File: src/hdl/spbe_pkg.sv
package spbe_pkg;

    localparam int POS_BITS = 12;
    localparam int WIN_BITS = 16;
    localparam int TIME_BITS = 32;
    localparam int BTN_BITS = 4;
    localparam int ADDR_BITS = 5;
    localparam int DATA_BITS = 32;

    // register indexes (byte address 4*i)
    localparam logic [2:0] REG_LIMIT_DOWN = 3'd0;
    localparam logic [2:0] REG_LIMIT_UP = 3'd1;
    localparam logic [2:0] REG_LIMIT_LEFT = 3'd2;
    localparam logic [2:0] REG_LIMIT_RIGHT = 3'd3;
    localparam logic [2:0] REG_DOUBLE_WINDOW = 3'd4;

    localparam logic [POS_BITS-1:0] LIMIT_DOWN_RST = POS_BITS'(3000);
    localparam logic [POS_BITS-1:0] LIMIT_UP_RST = POS_BITS'(1000);
    localparam logic [POS_BITS-1:0] LIMIT_LEFT_RST = POS_BITS'(2000);
    localparam logic [POS_BITS-1:0] LIMIT_RIGHT_RST = POS_BITS'(1300);
    localparam logic [WIN_BITS-1:0] DOUBLE_WINDOW_RST = WIN_BITS'(400);

    localparam logic [1:0] MODE_GRID = 2'd0;
    localparam logic [1:0] MODE_SEQ = 2'd1;
    localparam logic [1:0] MODE_HANDBRAKE = 2'd2;

    localparam logic [BTN_BITS-1:0] BTN_UP_LEFT = 4'd0;
    localparam logic [BTN_BITS-1:0] BTN_DOWN_LEFT = 4'd1;
    localparam logic [BTN_BITS-1:0] BTN_UP_MID = 4'd2;
    localparam logic [BTN_BITS-1:0] BTN_DOWN_MID = 4'd3;
    localparam logic [BTN_BITS-1:0] BTN_UP_RIGHT = 4'd4;
    localparam logic [BTN_BITS-1:0] BTN_DOWN_RIGHT_HI = 4'd5;
    localparam logic [BTN_BITS-1:0] BTN_DOWN_RIGHT_LO = 4'd6;
    localparam logic [BTN_BITS-1:0] BTN_SEQ_UP = 4'd7;
    localparam logic [BTN_BITS-1:0] BTN_SEQ_DOWN = 4'd8;
    localparam logic [BTN_BITS-1:0] BTN_HANDBRAKE = 4'd9;

    typedef struct packed {
        logic [POS_BITS-1:0]  horiz_pos;
        logic [POS_BITS-1:0]  vert_pos;
        logic                 push_level;
        logic [TIME_BITS-1:0] now_ms;
    } in_beat_t;

    typedef struct packed {
        logic                is_press;
        logic [BTN_BITS-1:0] button_num;
        logic                last;
    } out_beat_t;

    typedef struct packed {
        logic [POS_BITS-1:0] limit_down;
        logic [POS_BITS-1:0] limit_up;
        logic [POS_BITS-1:0] limit_left;
        logic [POS_BITS-1:0] limit_right;
        logic [WIN_BITS-1:0] double_window_ms;
    } cfg_t;

    // events produced by one sample
    typedef struct packed {
        logic [1:0] count;
        out_beat_t  ev0;
        out_beat_t  ev1;
    } ev_pair_t;

endpackage

File: src/hdl/shifter_position_to_button_events_unit.sv
// Shifter lever samples to gamepad button press/release events.
// Input channel (in_valid/in_stall/in_data): one beat per sample, taken at an
// edge with in_valid high and in_stall low. Output channel (out_valid/
// out_stall/out_data): one beat per event; last marks the final event of a
// sample. A sample gives zero, one or two events (release old, press new).
// A sample passes through the input register and then loads into the event
// queue, which drives the output; the next waits while two events remain.
// Throughput: one sample per cycle when it yields at most one event and the
// receiver does not stall; a sample loads into the two-entry event queue only
// when the queue is empty or its last beat leaves in that cycle.
// When the receiver stalls, the queue holds its events, the input register
// fills and in_stall rises; nothing is dropped.
// Limits and the double-press window sit on an APB port at byte address 4*i;
// write them only while the block is idle.
// Reset (rst_n low, async) restores the default limits, gear grid mode, no
// held button, and empties both register stages.
module shifter_position_to_button_events_unit (
    input  logic                            clk,
    input  logic                            rst_n,
    input  logic                            in_valid,
    output logic                            in_stall,
    input  spbe_pkg::in_beat_t              in_data,
    output logic                            out_valid,
    input  logic                            out_stall,
    output spbe_pkg::out_beat_t             out_data,
    input  logic                            psel,
    input  logic                            penable,
    input  logic                            pwrite,
    input  logic [spbe_pkg::ADDR_BITS-1:0]  paddr,
    input  logic [spbe_pkg::DATA_BITS-1:0]  pwdata,
    output logic [spbe_pkg::DATA_BITS-1:0]  prdata,
    output logic                            pready
);

    spbe_pkg::cfg_t      cfg;
    spbe_pkg::in_beat_t  in_data_reg;
    logic                in_valid_reg;
    spbe_pkg::ev_pair_t  events;
    logic                room;
    logic                process;

    assign process = in_valid_reg && room;
    assign in_stall = in_valid_reg && !room;

    always_ff @(posedge clk or negedge rst_n)
    begin
        if (!rst_n)
        begin
            in_valid_reg <= 1'b0;
        end
        else if (!in_stall)
        begin
            in_valid_reg <= in_valid;
        end
    end

    always_ff @(posedge clk)
    begin
        if (in_valid && !in_stall)
        begin
            in_data_reg <= in_data;
        end
    end

    spbe_cfg u_cfg (
        .clk     (clk),
        .rst_n   (rst_n),
        .psel    (psel),
        .penable (penable),
        .pwrite  (pwrite),
        .paddr   (paddr),
        .pwdata  (pwdata),
        .prdata  (prdata),
        .pready  (pready),
        .cfg     (cfg)
    );

    spbe_ctl u_ctl (
        .clk    (clk),
        .rst_n  (rst_n),
        .cfg    (cfg),
        .sample (in_data_reg),
        .commit (process),
        .events (events)
    );

    spbe_evq u_evq (
        .clk       (clk),
        .rst_n     (rst_n),
        .push      (process),
        .events    (events),
        .room      (room),
        .out_valid (out_valid),
        .out_stall (out_stall),
        .out_data  (out_data)
    );

endmodule

File: src/hdl/spbe_cfg.sv
module spbe_cfg (
    input  logic                                clk,
    input  logic                                rst_n,
    input  logic                                psel,
    input  logic                                penable,
    input  logic                                pwrite,
    input  logic [spbe_pkg::ADDR_BITS-1:0]      paddr,
    input  logic [spbe_pkg::DATA_BITS-1:0]      pwdata,
    output logic [spbe_pkg::DATA_BITS-1:0]      prdata,
    output logic                                pready,
    output spbe_pkg::cfg_t                      cfg
);

    spbe_pkg::cfg_t cfg_reg;
    spbe_pkg::cfg_t cfg_next;
    logic [2:0]     idx;
    logic           wr_en;

    assign idx = paddr[spbe_pkg::ADDR_BITS-1:2];
    assign wr_en = psel && penable && pwrite;
    assign pready = 1'b1;
    assign cfg = cfg_reg;

    always_comb
    begin
        cfg_next = cfg_reg;
        if (wr_en)
        begin
            case (idx)
                spbe_pkg::REG_LIMIT_DOWN:
                    cfg_next.limit_down = pwdata[spbe_pkg::POS_BITS-1:0];
                spbe_pkg::REG_LIMIT_UP:
                    cfg_next.limit_up = pwdata[spbe_pkg::POS_BITS-1:0];
                spbe_pkg::REG_LIMIT_LEFT:
                    cfg_next.limit_left = pwdata[spbe_pkg::POS_BITS-1:0];
                spbe_pkg::REG_LIMIT_RIGHT:
                    cfg_next.limit_right = pwdata[spbe_pkg::POS_BITS-1:0];
                spbe_pkg::REG_DOUBLE_WINDOW:
                    cfg_next.double_window_ms = pwdata[spbe_pkg::WIN_BITS-1:0];
                default:
                    cfg_next = cfg_reg;
            endcase
        end
    end

    always_comb
    begin
        case (idx)
            spbe_pkg::REG_LIMIT_DOWN:
                prdata = spbe_pkg::DATA_BITS'(cfg_reg.limit_down);
            spbe_pkg::REG_LIMIT_UP:
                prdata = spbe_pkg::DATA_BITS'(cfg_reg.limit_up);
            spbe_pkg::REG_LIMIT_LEFT:
                prdata = spbe_pkg::DATA_BITS'(cfg_reg.limit_left);
            spbe_pkg::REG_LIMIT_RIGHT:
                prdata = spbe_pkg::DATA_BITS'(cfg_reg.limit_right);
            spbe_pkg::REG_DOUBLE_WINDOW:
                prdata = spbe_pkg::DATA_BITS'(cfg_reg.double_window_ms);
            default:
                prdata = '0;
        endcase
    end

    always_ff @(posedge clk or negedge rst_n)
    begin
        if (!rst_n)
        begin
            cfg_reg.limit_down <= spbe_pkg::LIMIT_DOWN_RST;
            cfg_reg.limit_up <= spbe_pkg::LIMIT_UP_RST;
            cfg_reg.limit_left <= spbe_pkg::LIMIT_LEFT_RST;
            cfg_reg.limit_right <= spbe_pkg::LIMIT_RIGHT_RST;
            cfg_reg.double_window_ms <= spbe_pkg::DOUBLE_WINDOW_RST;
        end
        else
        begin
            cfg_reg <= cfg_next;
        end
    end

endmodule

File: src/hdl/spbe_ctl.sv
module spbe_ctl (
    input  logic                 clk,
    input  logic                 rst_n,
    input  spbe_pkg::cfg_t       cfg,
    input  spbe_pkg::in_beat_t   sample,
    input  logic                 commit,
    output spbe_pkg::ev_pair_t   events
);

    logic [1:0]                          mode_reg, mode_next;
    logic                                prev_level_reg;
    logic [spbe_pkg::TIME_BITS-1:0]      first_press_time_reg, first_press_time_next;
    logic                                awaiting_second_reg, awaiting_second_next;
    logic                                held_valid_reg, held_valid_next;
    logic [spbe_pkg::BTN_BITS-1:0]       held_button_reg, held_button_next;

    logic                                rise;
    logic [spbe_pkg::TIME_BITS-1:0]      diff;
    logic                                in_window;
    logic                                is_up, is_down, is_left, is_right;
    logic                                keep;
    logic                                new_valid;
    logic [spbe_pkg::BTN_BITS-1:0]       new_btn;
    logic                                change;
    spbe_pkg::out_beat_t                 rel_ev, press_ev;

    assign rise = sample.push_level && !prev_level_reg;
    assign diff = sample.now_ms - first_press_time_reg;
    assign in_window = diff <= spbe_pkg::TIME_BITS'(cfg.double_window_ms);

    always_comb
    begin
        mode_next = mode_reg;
        first_press_time_next = first_press_time_reg;
        awaiting_second_next = awaiting_second_reg;
        if (rise && awaiting_second_reg)
        begin
            if (in_window)
            begin
                case (mode_reg)
                    spbe_pkg::MODE_GRID: mode_next = spbe_pkg::MODE_SEQ;
                    spbe_pkg::MODE_SEQ:  mode_next = spbe_pkg::MODE_HANDBRAKE;
                    default:             mode_next = spbe_pkg::MODE_GRID;
                endcase
            end
            else
            begin
                awaiting_second_next = 1'b0;
            end
        end
        else if (rise)
        begin
            // window opens now, so it cannot have passed
            first_press_time_next = sample.now_ms;
            awaiting_second_next = 1'b1;
        end
        else if (awaiting_second_reg && !in_window)
        begin
            awaiting_second_next = 1'b0;
        end
    end

    assign is_up = sample.vert_pos < cfg.limit_up;
    assign is_down = sample.vert_pos > cfg.limit_down;
    assign is_left = sample.horiz_pos > cfg.limit_left;
    assign is_right = sample.horiz_pos < cfg.limit_right;

    always_comb
    begin
        keep = 1'b0;
        new_valid = 1'b0;
        new_btn = '0;
        if (is_up)
        begin
            case (mode_next)
                spbe_pkg::MODE_GRID:
                begin
                    new_valid = 1'b1;
                    new_btn = is_left ? spbe_pkg::BTN_UP_LEFT :
                              is_right ? spbe_pkg::BTN_UP_RIGHT : spbe_pkg::BTN_UP_MID;
                end
                spbe_pkg::MODE_SEQ:
                begin
                    new_valid = 1'b1;
                    new_btn = spbe_pkg::BTN_SEQ_UP;
                end
                default:
                    keep = 1'b1;
            endcase
        end
        else if (is_down)
        begin
            new_valid = 1'b1;
            case (mode_next)
                spbe_pkg::MODE_GRID:
                begin
                    if (is_left)
                        new_btn = spbe_pkg::BTN_DOWN_LEFT;
                    else if (is_right)
                        new_btn = sample.push_level ? spbe_pkg::BTN_DOWN_RIGHT_HI
                                                    : spbe_pkg::BTN_DOWN_RIGHT_LO;
                    else
                        new_btn = spbe_pkg::BTN_DOWN_MID;
                end
                spbe_pkg::MODE_SEQ:
                    new_btn = spbe_pkg::BTN_SEQ_DOWN;
                default:
                    new_btn = spbe_pkg::BTN_HANDBRAKE;
            endcase
        end
    end

    assign change = !keep && ((new_valid != held_valid_reg) ||
                              (new_valid && (new_btn != held_button_reg)));

    always_comb
    begin
        held_valid_next = held_valid_reg;
        held_button_next = held_button_reg;
        if (change)
        begin
            held_valid_next = new_valid;
            held_button_next = new_btn;
        end
    end

    always_comb
    begin
        rel_ev.is_press = 1'b0;
        rel_ev.button_num = held_button_reg;
        rel_ev.last = !new_valid;
        press_ev.is_press = 1'b1;
        press_ev.button_num = new_btn;
        press_ev.last = 1'b1;

        events.ev0 = press_ev;
        events.ev1 = press_ev;
        events.count = 2'd0;
        if (change)
        begin
            if (held_valid_reg)
            begin
                events.ev0 = rel_ev;
                events.count = new_valid ? 2'd2 : 2'd1;
            end
            else
            begin
                events.count = 2'd1;
            end
        end
    end

    always_ff @(posedge clk or negedge rst_n)
    begin
        if (!rst_n)
        begin
            mode_reg <= spbe_pkg::MODE_GRID;
            prev_level_reg <= 1'b0;
            first_press_time_reg <= '0;
            awaiting_second_reg <= 1'b0;
            held_valid_reg <= 1'b0;
            held_button_reg <= '0;
        end
        else if (commit)
        begin
            mode_reg <= mode_next;
            prev_level_reg <= sample.push_level;
            first_press_time_reg <= first_press_time_next;
            awaiting_second_reg <= awaiting_second_next;
            held_valid_reg <= held_valid_next;
            held_button_reg <= held_button_next;
        end
    end

endmodule

File: src/hdl/spbe_evq.sv
module spbe_evq (
    input  logic                 clk,
    input  logic                 rst_n,
    input  logic                 push,
    input  spbe_pkg::ev_pair_t   events,
    output logic                 room,
    output logic                 out_valid,
    input  logic                 out_stall,
    output spbe_pkg::out_beat_t  out_data
);

    logic [1:0]           cnt_reg, cnt_next;
    spbe_pkg::out_beat_t  q0_reg, q0_next;
    spbe_pkg::out_beat_t  q1_reg, q1_next;
    logic                 pop;

    assign out_valid = cnt_reg != 2'd0;
    assign out_data = q0_reg;
    assign pop = out_valid && !out_stall;
    // a new sample may load only into an empty queue or one whose last beat leaves now
    assign room = (cnt_reg == 2'd0) || ((cnt_reg == 2'd1) && pop);

    always_comb
    begin
        cnt_next = cnt_reg;
        q0_next = q0_reg;
        q1_next = q1_reg;
        if (push)
        begin
            cnt_next = events.count;
            q0_next = events.ev0;
            q1_next = events.ev1;
        end
        else if (pop)
        begin
            cnt_next = cnt_reg - 2'd1;
            q0_next = q1_reg;
        end
    end

    always_ff @(posedge clk or negedge rst_n)
    begin
        if (!rst_n)
        begin
            cnt_reg <= 2'd0;
        end
        else
        begin
            cnt_reg <= cnt_next;
        end
    end

    always_ff @(posedge clk)
    begin
        q0_reg <= q0_next;
        q1_reg <= q1_next;
    end

endmodule

File: config.mk
export PLATFORM = sky130hd
export DESIGN_NAME = shifter_position_to_button_events_unit
export DESIGN_NICKNAME = d
export VERILOG_FILES = /design/src/hdl/spbe_pkg.sv /design/src/hdl/shifter_position_to_button_events_unit.sv /design/src/hdl/spbe_cfg.sv /design/src/hdl/spbe_ctl.sv /design/src/hdl/spbe_evq.sv
export SDC_FILE = /design/constraint.sdc
export NUM_CORES = 1
export LEC_CHECK = 0
export ABC_AREA = 0
export BUFFER_PORTS_ARGS = -buffer_cell sky130_fd_sc_hd__buf_2
export CORE_MARGIN = 5
export CORE_UTILIZATION = 55
export CTS_BUF_LIST = sky130_fd_sc_hd__clkbuf_8
export CTS_CLUSTER_SIZE = 14
export DETAILED_ROUTE_END_ITERATION = 16
export GPL_TIMING_DRIVEN = 0
export PLACE_DENSITY_LB_ADDON = 0.05
export SLEW_MARGIN = 25
export SYNTH_ARGS = -nofsm -noshare
export SYNTH_HDL_FRONTEND = slang
export SYNTH_SLANG_ARGS = --single-unit
File: constraint.sdc
create_clock -name clk -period 5.87 [get_ports clk]
set_input_delay 0.2935 -clock clk [delete_from_list [all_inputs] [get_ports clk]]
set_output_delay 0.2935 -clock clk [all_outputs]
set_load 0.05 [all_outputs]
# After elaboration in Yosys (flattened, before gate mapping)
# Index checks and enable logic that the tools add are counted.
# Widths: inputs -> output; s select.
[op_classes]
n_div = 0
add_sub_neg = 2
multipliers = 0
bitwise = 1
n_reduce_logical = 37
n_eq_ne = 10
shifts = 0
magnitude_cmp = 5
mux = 30
[ops]
columns = ["op", "count"]
rows = [
  ["$pmux 16 s5", 1],
  ["$le 32x16->1", 1],
  ["$sub 32x32->32", 1],
  ["$gt 12x12->1", 2],
  ["$lt 12x12->1", 2],
  ["$mux 4", 5],
  ["$mux 6", 3],
  ["$pmux 4 s2", 2],
  ["$mux 2", 7],
  ["$logic_and 1x1->1", 12],
  ["$reduce_and 2->1", 6],
  ["$mux 1", 9],
  ["$mux 8", 1],
  ["$logic_not 1->1", 7],
  ["$eq 2x1->1 const B", 3],
  ["$eq 3x2->1 const B", 2],
  ["$logic_not 2->1", 3],
  ["$reduce_and 3->1", 2],
  ["$ne 4x4->1", 1],
  ["$pmux 2 s2", 1],
  ["$reduce_bool 2->1", 2],
  ["$eq 3x1->1 const B", 1],
  ["$eq 3x3->1 const B", 1],
  ["$logic_not 3->1", 1],
  ["8 further kinds", 9],
]
[word_totals]
inputBits = 101
output_inout_bits = 41
mem_count = 0
romBits = 0
latch_bits = 0
ff_bits = 175
ram_bits = 0
wordCells = 106

# Logic depth before layout (Yosys ltp)
# Gate-level depths: netlist of run 1.
[logic_depth]
ltp_word = 14
ltp_mapped = 27
mapped_depth_nobuf = 25

# Modules after synthesis
# From an unflattened synthesis of run 1, not the netlist that was laid out.
[hier_totals]
cells_unflattened = 1092
area_unflattened_um2 = 11410.9
[modules_own_cells]
columns = ["module", "area_per_inst_um2", "cells_each", "seq_area_each_um2", "instances"]
rows = [
  ["spbe_ctl", 5838.1, 765, 1026.0, 1],
  ["spbe_cfg", 3214.3, 227, 1634.1, 1],
  ["shifter_position_to_button_events_unit", 1775.5, 63, 1736.7, 1],
  ["spbe_evq", 583.1, 37, 410.4, 1],
]

# Worst setup path after synthesis of run 1
# No wires, ideal clock.
[synth_path]
path_kind = "flip-flop to flip-flop"
start = "register u_ctl.first_press_time_reg[0] in the netlist's numbering"
end = "register u_ctl.held_button_reg[0] in the netlist's numbering"
period_less_slack_ns = 6.015
stages_incl_launch_ff = 26
path_buffers = 1
setup_slack_ns = -0.145
setup_ns = 0.125
t_required_ns = 5.745
arrival_time_ns = 5.890
cell_sequence = "dfrtp_1 > ha_1 > fa_1 > nand2b_1 > a21oi_1 > nor2_1 > o21ai_0 > a21oi_1 > xnor2_1 > ha_1 > a21oi_1 > nand2_1 > a221o_1 > nor3_2 > o22ai_1 > or4_1 > nor4_2 > and4_1 > buf_6 > nor2_1 > o31ai_1 > ha_1 > or3b_2 > and4bb_4 > nor2_2 > mux2_4"
[synth_via]
elab_cells_between_ends = 22
cone_classes = "add/sub: 1; order compare: 1; eq/ne: 3; mux: 10; reduce/logical: 7"
[synth_lines]
columns = ["element", "line_no", "rtl"]
rows = [
  ["from (decl)", "spbe_ctl.sv:12", "logic [spbe_pkg::TIME_BITS-1:0] first_press_time_reg, first_press_time_next;"],
  ["from (signal assigned)", "spbe_ctl.sv:168", "first_press_time_reg <= first_press_time_next;"],
  ["$sub 32x32->32 *", "spbe_ctl.sv:28", "assign diff = sample.now_ms - first_press_time_reg;"],
  ["$le 32x16->1 *", "spbe_ctl.sv:29", "assign in_window = diff <= spbe_pkg::TIME_BITS'(cfg.double_window_ms);"],
  ["$mux 2 *", "spbe_ctl.sv:38", "if (in_window)"],
  ["$mux 2 *", "spbe_ctl.sv:36", "if (rise && awaiting_second_reg)"],
  ["$eq 2x1->1 / $logic_not 2->1 (equally long branches)", "spbe_ctl.sv:75", "case (mode_next)"],
  ["$reduce_or 2->1 (no line) *", "-", ""],
  ["$mux 1 *", "spbe_ctl.sv:75", ""],
  ["$mux 1 *", "spbe_ctl.sv:73", "if (is_up)"],
  ["via u_ctl.new_valid", "spbe_ctl.sv:22", "logic new_valid;"],
  ["$ne 1x1->1 / $logic_and 1x1->1 (equally long branches)", "spbe_ctl.sv:113, spbe_ctl.sv:114", ""],
  ["$logic_or 1x1->1 *", "spbe_ctl.sv:113", "assign change = !keep && ((new_valid != held_valid_reg) ||"],
  ["$logic_and 1x1->1 *", "spbe_ctl.sv:113", ""],
  ["$reduce_and 2->1 (no line) *", "-", ""],
  ["to (signal assigned)", "spbe_ctl.sv:171", "held_button_reg <= held_button_next;"],
  ["to (decl)", "spbe_ctl.sv:15", "logic [spbe_pkg::BTN_BITS-1:0] held_button_reg, held_button_next;"],
]
# The timed path passes the listed nets; every way through them passes the cells marked *.
# A chain may end at the register's enable or synchronous reset.

# Final worst setup path of run 1
[layout_path]
start = "register in_data_reg[2] in the netlist's numbering"
end = "register u_ctl.held_button_reg[0] in the netlist's numbering"
[layout_via]
elab_cells_between_ends = 22
cone_classes = "add/sub: 1; order compare: 1; eq/ne: 3; mux: 10; reduce/logical: 7"
[layout_lines]
columns = ["element", "line_no", "rtl"]
rows = [
  ["from (decl)", "shifter_position_to_button_events_unit.sv:36", "spbe_pkg::in_beat_t in_data_reg;"],
  ["from (signal assigned)", "shifter_position_to_button_events_unit.sv:61", "in_data_reg <= in_data;"],
  ["$sub 32x32->32 *", "spbe_ctl.sv:28", ""],
  ["$le 32x16->1 *", "spbe_ctl.sv:29", ""],
  ["$mux 2 *", "spbe_ctl.sv:38", ""],
  ["$mux 2 *", "spbe_ctl.sv:36", ""],
  ["$eq 2x1->1 / $logic_not 2->1 (equally long branches)", "spbe_ctl.sv:75", ""],
  ["$reduce_or 2->1 (no line) *", "-", ""],
  ["$mux 1 *", "spbe_ctl.sv:75", ""],
  ["$mux 1 *", "spbe_ctl.sv:73", ""],
  ["via u_ctl.new_valid", "spbe_ctl.sv:22", ""],
  ["$ne 1x1->1 / $logic_and 1x1->1 (equally long branches)", "spbe_ctl.sv:113, spbe_ctl.sv:114", ""],
  ["$logic_or 1x1->1 *", "spbe_ctl.sv:113", ""],
  ["$logic_and 1x1->1 *", "spbe_ctl.sv:113", ""],
  ["$reduce_and 2->1 (no line) *", "-", ""],
]
# Marks and branches as above.

==> results of run 1 <==
## cell families (layout without fill, tap and decap cells)
group                    count (synthesis)  in the layout  share of synthesized area
other                                    2             18                   0.000692
flip-flops                             175            175                      0.437
XOR/XNOR                                20             20                     0.0161
adder cells (fa/ha/maj)                 97             97                      0.113
AO/OA/AOI/OAI                          273            273                      0.157
AND/OR/NAND/NOR                        267            267                      0.124
multiplexers                            85             85                     0.0869
buffers and inverters                  167            375                     0.0657
## cell usage after synthesis, types with 3 or more instances
library cell    n  area, sq um
mux2_2         52          586
nor2b_1         7         43.8
o2111ai_1       5         43.8
dfstp_2        26          683
or2_2           3         18.8
xnor2_1        15          131
a31oi_1         8         50.1
and2_1          9         56.3
nand3_1        18         90.1
and4_1          7         61.3
and3_1          7         43.8
dfrtp_1        82         2050
a21oi_1        60          300
buf_2           9         45.0
a211oi_1       12         90.1
o21ai_0        88          440
ha_1           96         1200
a221o_1         3         30.0
xor2_1          5         43.8
or3_1           3         18.8
nor3_1         11         55.1
inv_1         107          402
mux2i_1        29          290
buf_1           3         11.3
clkbuf_1       28          105
nand2b_1       16          100
buf_4          18          135
a211o_1         4         35.0
a31o_2          6         52.6
mux2_4          3         45.0
nor2_1         45          169
a21o_1         27          203
and3b_1         3         26.3
edfxtp_1       67         2010
o211ai_1        7         52.6
or4_1           6         45.0
o22ai_1        14         87.6
nand2_1       106          398
o21bai_1        3         22.5
o31ai_1         3         22.5
nand4_1        13         81.3
o21a_1         11         82.6
## worst min-delay path, delay by kind of cell
kind	cells	cell delay [ps]
simple gates	1	40
buf+inv	1	80
compound gates	1	60
## worst min path at each step
stage	end	cells past startpoint	from
5_1_grt	in_data_reg[53]	1	in_data[53]
4_1_cts	u_cfg.cfg[12]	3	pwdata[12]
3_3_place_gp	in_data_reg[6]	1	in_data[6]
6_report	u_cfg.cfg[12]	3	pwdata[12]
2_1_floorplan	in_valid_reg	0	rst_n
3_5_place_dp	u_ctl.first_press_time_reg[3]	1	rst_n
## through the flow
step	setup WS [ps]	util	TNS (ps)	power (W)	hold WS (ps)
2_1_floorplan	74.2	-	0	0.00445	-2.09
3_5_place_dp	-628	0.607	-5710	0.00525	218
3_3_place_gp	-632	0.604	-5680	0.00517	470
4_1_cts	3.65	0.663	0	0.00620	4.89
6_report	141	0.672	0	0.00635	15.0
5_1_grt	-150	0.672	-645	0.00689	6.91
## what timing repair did
| action | in CTS | in global routing |
|---|---|---|
| endpoints found under the setup margin | 13 | 13 |
| buffers inserted | 7 | 7 |
| hold buffers | 58 | 0 |
| pin swaps | 10 | 12 |
| hold endpoints to repair | 91 | 0 |
| resized for setup | 11 | 27 |
## final cells by class
cell class / count / area (sq um)
Sequential cell: 175 / 4750
Inverter: 108 / 405
Timing Repair Buffer: 177 / 1260
Buffer: 58 / 304
Clock buffer: 17 / 234
Fill cell: 1551 / 6380
Clock inverter: 15 / 151
Antenna cell: 1 / 2.50
Multi-Input combinational cell: 759 / 5640
Tap cell: 265 / 332
## per-layer routing
layer | share of wire | global-route usage | vias up | wire length (microns)
li1 | - | - | 4284 | -
met1 | 0.45 | 0.310 | 4046 | 11600
met2 | 0.48 | 0.403 | 210 | 12600
met3 | 0.051 | 0.0376 | 37 | 1330
met4 | 0.019 | 0.0572 | 0 | 486
met5 | 0 | 0 | - | 0
## power breakdown
part	switching [W]	internal, W
clock network	0.000482	0.000350
registers	0.000216	0.00172
logic	0.00206	0.00152
==> results.yml, run 1 <==
status:
  outcome: "completed"
layout:
  postLayoutCellArea_sq_um: 13100
  drive_above_1_share: 0.237
  largest_reg_flops: 64
  final_cell_mix: "buf_2 (111), inv_1 (107), nand2_1 (106)"
  instances_no_fill: 1575
  areaGrowthSynthToFinish_pct: 20.5
  layout.nets: 1494
  final_common_cell: "buf_2"
die:
  die-height_microns: 150
  initial_core_util: 0.558
  die_w_microns: 150
  ios: 142
  die-area_sq_um: 22600
  rows: 51
  core-area_sq_um: 19500
worst_setup_path:
  critPathRequiredTime_ps: 6240
  crit_buf_inv: 1
  cp_top_family: "simple AND/OR/NAND/NOR gates"
  crit_start: "in_data_reg[2]"
  cp-start-kind: "register"
  cp.arrival_ps: 6100
  slowest_stage: "edfxtp_1"
  crit_type: "reg -> reg"
  r2r-end: "u_ctl.held_button_reg[0]"
  slowest_delay_ps: 440
  cp_cell_sequence: "ha_4 > o211ai_1 > a21o_1 > a211oi_2 > nor2_2 > nor3_2 > nor2_1 > xnor2_1 > ha_1 > and4_1 > a221o_1 > nor3_2 > o22ai_1 > or4_4 > nor4_4 > buf_4 > nand4_1 > nor2_2 > o31ai_4 > ha_1 > or3b_4 > and4bb_4 > nor2_4 > mux2_4"
  cp-endpoint: "u_ctl.held_button_reg[0]"
  worstReg2RegStart: "in_data_reg[2]"
  crit_path_end_kind: "register"
  worstRegToRegCells: 24
  rrSetupSlack_ps: 140
  crit_cells: 24
  path_max_fanout: 5
flow_run:
  cap_violations: 0
timing:
  fmax_ghz: 0.175
  fin_crit_ps: 5730
  relSlewSlack: 0.302
  skew_ps: 13.2
  finalHoldViolCount: 0
  rsz0062_at_grt: "true"
  max_slew.worst_pin.slew_ps: 1030
  final_max_slew_viol_count: 0
  period_share: 0.976
  setup_violations: 0
clock_network:
  numCtsBuffers: 17
  root_buffer: "clkbuf_8"
  cts_tree: "built"
  clkTransAtPathRegs_ps: 100
  clk_latency_ps: 480
  htree_levels: 4
  cts.sinks: 175
  clockBufferDepth: 2
place:
  dp.cells: 1471
  dp_hpwl_microns: 19800
  numPortBuffers: 103
  place_area_sq_um: 11800
  gp_congestion: 0.894
routing:
  routed_wirelength_microns: 26100
  via_per_inst: 5.45
  ant_nets: 0
  drc: 0
  routedWlPerCell_microns: 16.5
  drt-initial-drc-count: 479
  vias: 8577
  dr.pass1.iters: 6
grt:
  antenna_found_initial: 1
  grt_pass1_wl_microns: 42000
  grt_max_degree: 75
  grt_pass1_vias: 8464
  track_usage: 0.234
  grt-ovfl-total: 0
logic_synthesis:
  synth.distinct_cells: 73
  syn_inst: 1086
  yosysSeqAreaShare: 0.437
  synth-seq-cells: 175
  syn_area_sq_um: 10900
  yosys_warnings: 0
  synth_ff_type: "dfrtp_1"
  synth_edf_count: 67
  async_flop_share: 0.617
  syn_area_per_cell_sq_um: 9.99
power_and_ir_drop:
  vdd_ir_drop_max_mv: 0.261
  leakage_nw: 5.88
  power.density_nw_per_um2: 485
worst_hold_path:
  hold_class: "in -> reg"
Power figures use the tool's default switching activity.
==> run 2: changes to the inputs <==
==> constraint.sdc (replaced) <==
create_clock -name clk -period 5.87 [get_ports clk]
set_input_delay 1.174 -clock clk [delete_from_list [all_inputs] [get_ports clk]]
set_output_delay 1.174 -clock clk [all_outputs]
set_load 0.05 [all_outputs]
==> results.yml, run 2 (same netlist as run 1, synthesis figures left out) <==
status:
  outcome: "completed"
clock_network:
  cts.sinks: 175
  clockBufferDepth: 2
  htree_levels: 4
  postCtsHoldBufs: 0
  numCtsBuffers: 17
  root_buffer: "clkbuf_8"
  clkTransAtPathRegs_ps: 100
  clk_latency_ps: 470
  cts_tree: "built"
die:
  core-area_sq_um: 19500
  die-height_microns: 150
  die_w_microns: 150
  die-area_sq_um: 22600
  initial_core_util: 0.558
  ios: 142
  rows: 51
routing:
  routed_wirelength_microns: 25300
  ant_nets: 0
  drt-initial-drc-count: 479
  via_per_inst: 5.51
  drc: 0
  vias: 8351
  dr.pass1.iters: 5
  routedWlPerCell_microns: 16.7
flow_run:
  cap_violations: 0
grt:
  antenna_found_initial: 0
  track_usage: 0.227
  grt_pass1_wl_microns: 40600
  grt_max_degree: 75
  grt-ovfl-total: 0
  grt_pass1_vias: 8093
worst_setup_path:
  cp.arrival_ps: 6090
  path_max_fanout: 5
  rrSetupSlack_ps: 140
  crit_path_end_kind: "register"
  critPathRequiredTime_ps: 6230
  cp-start-kind: "register"
  crit_type: "reg -> reg"
layout:
  fillers: 1622
  layout.nets: 1436
  diodes: 0
  drive_above_1_share: 0.247
  postLayoutCellArea_sq_um: 12500
  final_common_cell: "buf_2"
  instances_no_fill: 1516
  areaGrowthSynthToFinish_pct: 15.1
  largest_reg_flops: 64
  final_cell_mix: "buf_2 (111), inv_1 (107), nand2_1 (106)"
power_and_ir_drop:
  vdd_ir_drop_max_mv: 0.260
  leakage_nw: 5.63
  power.density_nw_per_um2: 505
timing:
  relSlewSlack: 0.319
  fin_crit_ps: 5730
  setup_violations: 0
  final_max_slew_viol_count: 0
  tns_ps: 0
  skew_ps: 14.8
  finalHoldViolCount: 0
  max_slew.worst_pin.slew_ps: 1010
  fmax_ghz: 0.175
  period_share: 0.976
  rsz0062_at_grt: "true"
  hold_ws_ps: 503
place:
  numPortBuffers: 103
  place_area_sq_um: 11800
  dp.cells: 1471
  dp_hpwl_microns: 19800
  gp_congestion: 0.894
worst_hold_path:
  hold_class: "reg -> reg"
run 2: cell types whose count changed in the layout (fill, tap and decap cells not counted), sizes merged:
cell         before  now
diode             1    0
dlygate4sd3      58    0
run 2: timing repair:
action	in CTS	in global routing
setup buffers	7	7
setup endpoints to repair	13	13
pin swaps	10	13
gates resized for setup	11	26
run 2: stage by stage:
step           total power (W)  utilization  setup WS, ps
5_1_grt                0.00686        0.642          -149
2_1_floorplan          0.00445            -          74.2
3_3_place_gp           0.00517        0.604          -632
3_5_place_dp           0.00525        0.607          -628
4_1_cts                0.00617        0.633          3.65
6_report               0.00631        0.642           142
run 2: per-layer routing:
metal,up-vias,part of all wire,GRT usage
li1,4175,-,-
met1,3949,0.45,0.305
met3,33,0.049,0.0367
met5,-,0,0
met4,0,0.017,0.0535
met2,194,0.48,0.387
run 2: worst max-delay path: stages, from the launching register on:
cell and delay, ps:
edfxtp_1 450, ha_4 320, o211ai_1 80, a21o_1 200
a211oi_2 300, nor2_2 80, nor3_2 160, nor2_1 80
xnor2_1 130, ha_1 300, and4_1 220, a221o_1 330
nor3_2 200, o22ai_1 110, or4_4 440, nor4_4 160
buf_4 150, nand4_1 160, nor2_2 220, o31ai_4 80
ha_1 330, or3b_4 370, and4bb_4 360, nor2_4 60
mux2_4 300
run 2: layout make-up:
cell class / count / area (sq um) / share of cell area
Multi-Input combinational cell: 759 / 5640 / 0.451
Timing Repair Buffer: 119 / 678 / 0.0543
Clock inverter: 15 / 151 / 0.0121
Sequential cell: 175 / 4750 / 0.380
Buffer: 58 / 304 / 0.0243
Tap cell: 265 / 332 / 0.0265
Clock buffer: 17 / 234 / 0.0187
Inverter: 108 / 405 / 0.0325
run 2: worst paths after layout:
path,to,depth (start not counted),startpoint
worst max-delay path,u_ctl.held_valid_reg,24,in_data_reg[3]
worst min-delay path,u_ctl.awaiting_second_reg,2,u_ctl.awaiting_second_reg
worst max register to register,u_ctl.held_valid_reg,24,in_data_reg[3]
worst min register to register,u_ctl.awaiting_second_reg,2,u_ctl.awaiting_second_reg
max in group asynchronous,u_cfg.cfg[49],2,rst_n
min in group asynchronous,u_cfg.cfg[13],1,rst_n
run 2: report_power, final:
part           internal (W)  switching (W)
Combinational       0.00149        0.00206
Clock              0.000350       0.000480
Sequential          0.00172       0.000215
==> run 3: changes to the inputs <==
- PLACE_DENSITY: not set -> 0.8
- PLACE_DENSITY_LB_ADDON: 0.05 -> not set
==> results.yml, run 3 (same netlist as run 1, synthesis figures left out) <==
worst_hold_path:
  worstHoldStart: "u_ctl.awaiting_second_reg"
  whs_path_depth: 2
  min_to: "u_ctl.awaiting_second_reg"
  hold_class: "reg -> reg"
clock_network:
  postCtsHoldBufs: 0
  cts.sinks: 175
  clockBufferDepth: 2
  numCtsBuffers: 17
  cts_tree: "built"
  root_buffer: "clkbuf_8"
  htree_levels: 4
  clkTransAtPathRegs_ps: 110
  clk_latency_ps: 480
power_and_ir_drop:
  finalPower_w: 0.00646
  p_int_w: 0.00365
  p_switching_w: 0.00280
  power_frac_comb: 0.559
  switching_share: 0.434
  power.density_nw_per_um2: 512
  leakage_nw: 5.68
  vdd_ir_drop_max_mv: 0.255
  pwr-share-clk: 0.139
  seqPwrFrac: 0.302
grt:
  antenna_found_initial: 0
  track_usage: 0.234
  grt_max_degree: 77
  grt_pass1_wl_microns: 41900
  grt-ovfl-total: 0
  grt_pass1_vias: 8459
layout:
  diodes: 0
  layout.nets: 1442
  areaGrowthSynthToFinish_pct: 16.3
  largest_reg_flops: 64
  final_common_cell: "buf_2"
  final_cell_mix: "buf_2 (111), inv_1 (107), nand2_1 (106)"
  drive_above_1_share: 0.253
  final_core_util: 0.649
worst_setup_path:
  cp_cell_sequence: "ha_4 > fa_2 > nand2b_4 > a21oi_4 > nor2_2 > o21ai_2 > xor2_1 > ha_1 > a41oi_2 > o21ai_1 > a221o_1 > nor3_2 > o22ai_1 > or4_4 > nor4_4 > and4_1 > nor2_1 > o31ai_2 > ha_1 > or3b_4 > and4bb_4 > nor2_4 > mux2_4"
  rrSetupSlack_ps: 120
  cp_top_family: "simple AND/OR/NAND/NOR gates"
  cpMostUsedCell: "ha_1"
  path_max_fanout: 4
  slowest_delay_ps: 440
  worstRegToRegCells: 23
  crit_path_end_kind: "register"
  slowest_stage: "or4_4"
  cp.arrival_ps: 6110
  critPathRequiredTime_ps: 6230
  r2r-end: "u_ctl.held_valid_reg"
  worstReg2RegStart: "u_ctl.first_press_time_reg[0]"
  crit_buf_inv: 0
  crit_type: "reg -> reg"
  cp-start-kind: "register"
place:
  dp_hpwl_microns: 20100
  numPortBuffers: 103
  gp_congestion: 0.931
routing:
  routedWlPerCell_microns: 17.1
  routed_wirelength_microns: 26000
  drt-initial-drc-count: 613
  ant_nets: 0
  via_per_inst: 5.68
  drc: 0
  dr.pass1.iters: 5
  vias: 8647
die:
  initial_core_util: 0.558
  die-area_sq_um: 22600
  rows: 51
  core-area_sq_um: 19500
  ios: 142
  die-height_microns: 150
  die_w_microns: 150
timing:
  final_max_slew_viol_count: 0
  max_slew.worst_pin.slew_ps: 768
  setup_violations: 0
  finalHoldViolCount: 0
  skew_ps: 13.6
  period_share: 0.979
  tns_ps: 0
  relSlewSlack: 0.488
  rsz0062_at_grt: "true"
  fin_crit_ps: 5750
  fmax_ghz: 0.174
flow_run:
  cap_violations: 0
status:
  outcome: "completed"
-- run 3: cell count changes in the layout (fill, tap and decap cells not counted), sizes merged --
cell	delta
buf	+6
bufinv	+1
clkinv	-4
clkinvlp	+2
inv	+1
-- run 3: tightest hold or removal path, delay by kind of cell, from the launching register on --
family / cells / cell delay (ps)
flops: 1 / 370
simple gates: 2 / 120
-- run 3: worst max path at each step --
stage                                       start                        to  slack, ps  cells past startpoint
floorplan           u_ctl.first_press_time_reg[0]  u_ctl.held_button_reg[0]         70                     24
global placement    u_ctl.first_press_time_reg[0]  u_ctl.held_button_reg[0]       -570                     24
detailed placement  u_ctl.first_press_time_reg[0]  u_ctl.held_button_reg[0]       -640                     24
CTS                 u_ctl.first_press_time_reg[0]         u_evq.out_data[4]          3                     24
global route        u_ctl.first_press_time_reg[1]         u_evq.out_data[4]       -160                     24
finish              u_ctl.first_press_time_reg[0]      u_ctl.held_valid_reg        120                     23
-- run 3: power groups by stage --
stage | registers [W] | logic, W | clock network [W]
after CTS | 0.00194 | 0.00350 | 0.000916
after detailed placement | 0.00196 | 0.00329 | 0
after global routing | 0.00199 | 0.00402 | 0.000959
after global placement | 0.00196 | 0.00317 | 0
final | 0.00195 | 0.00361 | 0.000898
after floorplan | 0.00196 | 0.00249 | 0
-- run 3: final cells by class --
class                           count  area, sq um
Multi-Input combinational cell    759         5690
Fill cell                        1542         6840
Inverter                          108          405
Tap cell                          265          332
Sequential cell                   175         4750
Buffer                             57          293
Timing Repair Buffer              126          727
Clock buffer                       17          234
Clock inverter                     15          191
-- run 3: per-stage QoR --
stage	hold slack, ps	area [sq um]	setup WS (ps)	cells
floorplan	453	10900	74.2	1101
global placement	470	11800	-568	1469
detailed placement	491	11800	-637	1471
CTS	513	12500	2.63	1519
global route	523	12600	-157	1522
finish	510	12600	124	1522
-- run 3: repair_timing --
item | 4_1_cts | 5_1_grt
pin swaps | 24 | 4
gates cloned | 0 | 0
buffers inserted | 16 | 5
resized for setup | 24 | 16
endpoints found under the setup margin | 13 | 13
-- run 3: routing by layer --
metal	routed length, microns	up-vias	global-route usage
li1	-	4192	-
met1	11100	4111	0.304
met2	12600	304	0.398
met3	1730	40	0.0409
met4	595	0	0.0741
met5	0	-	0
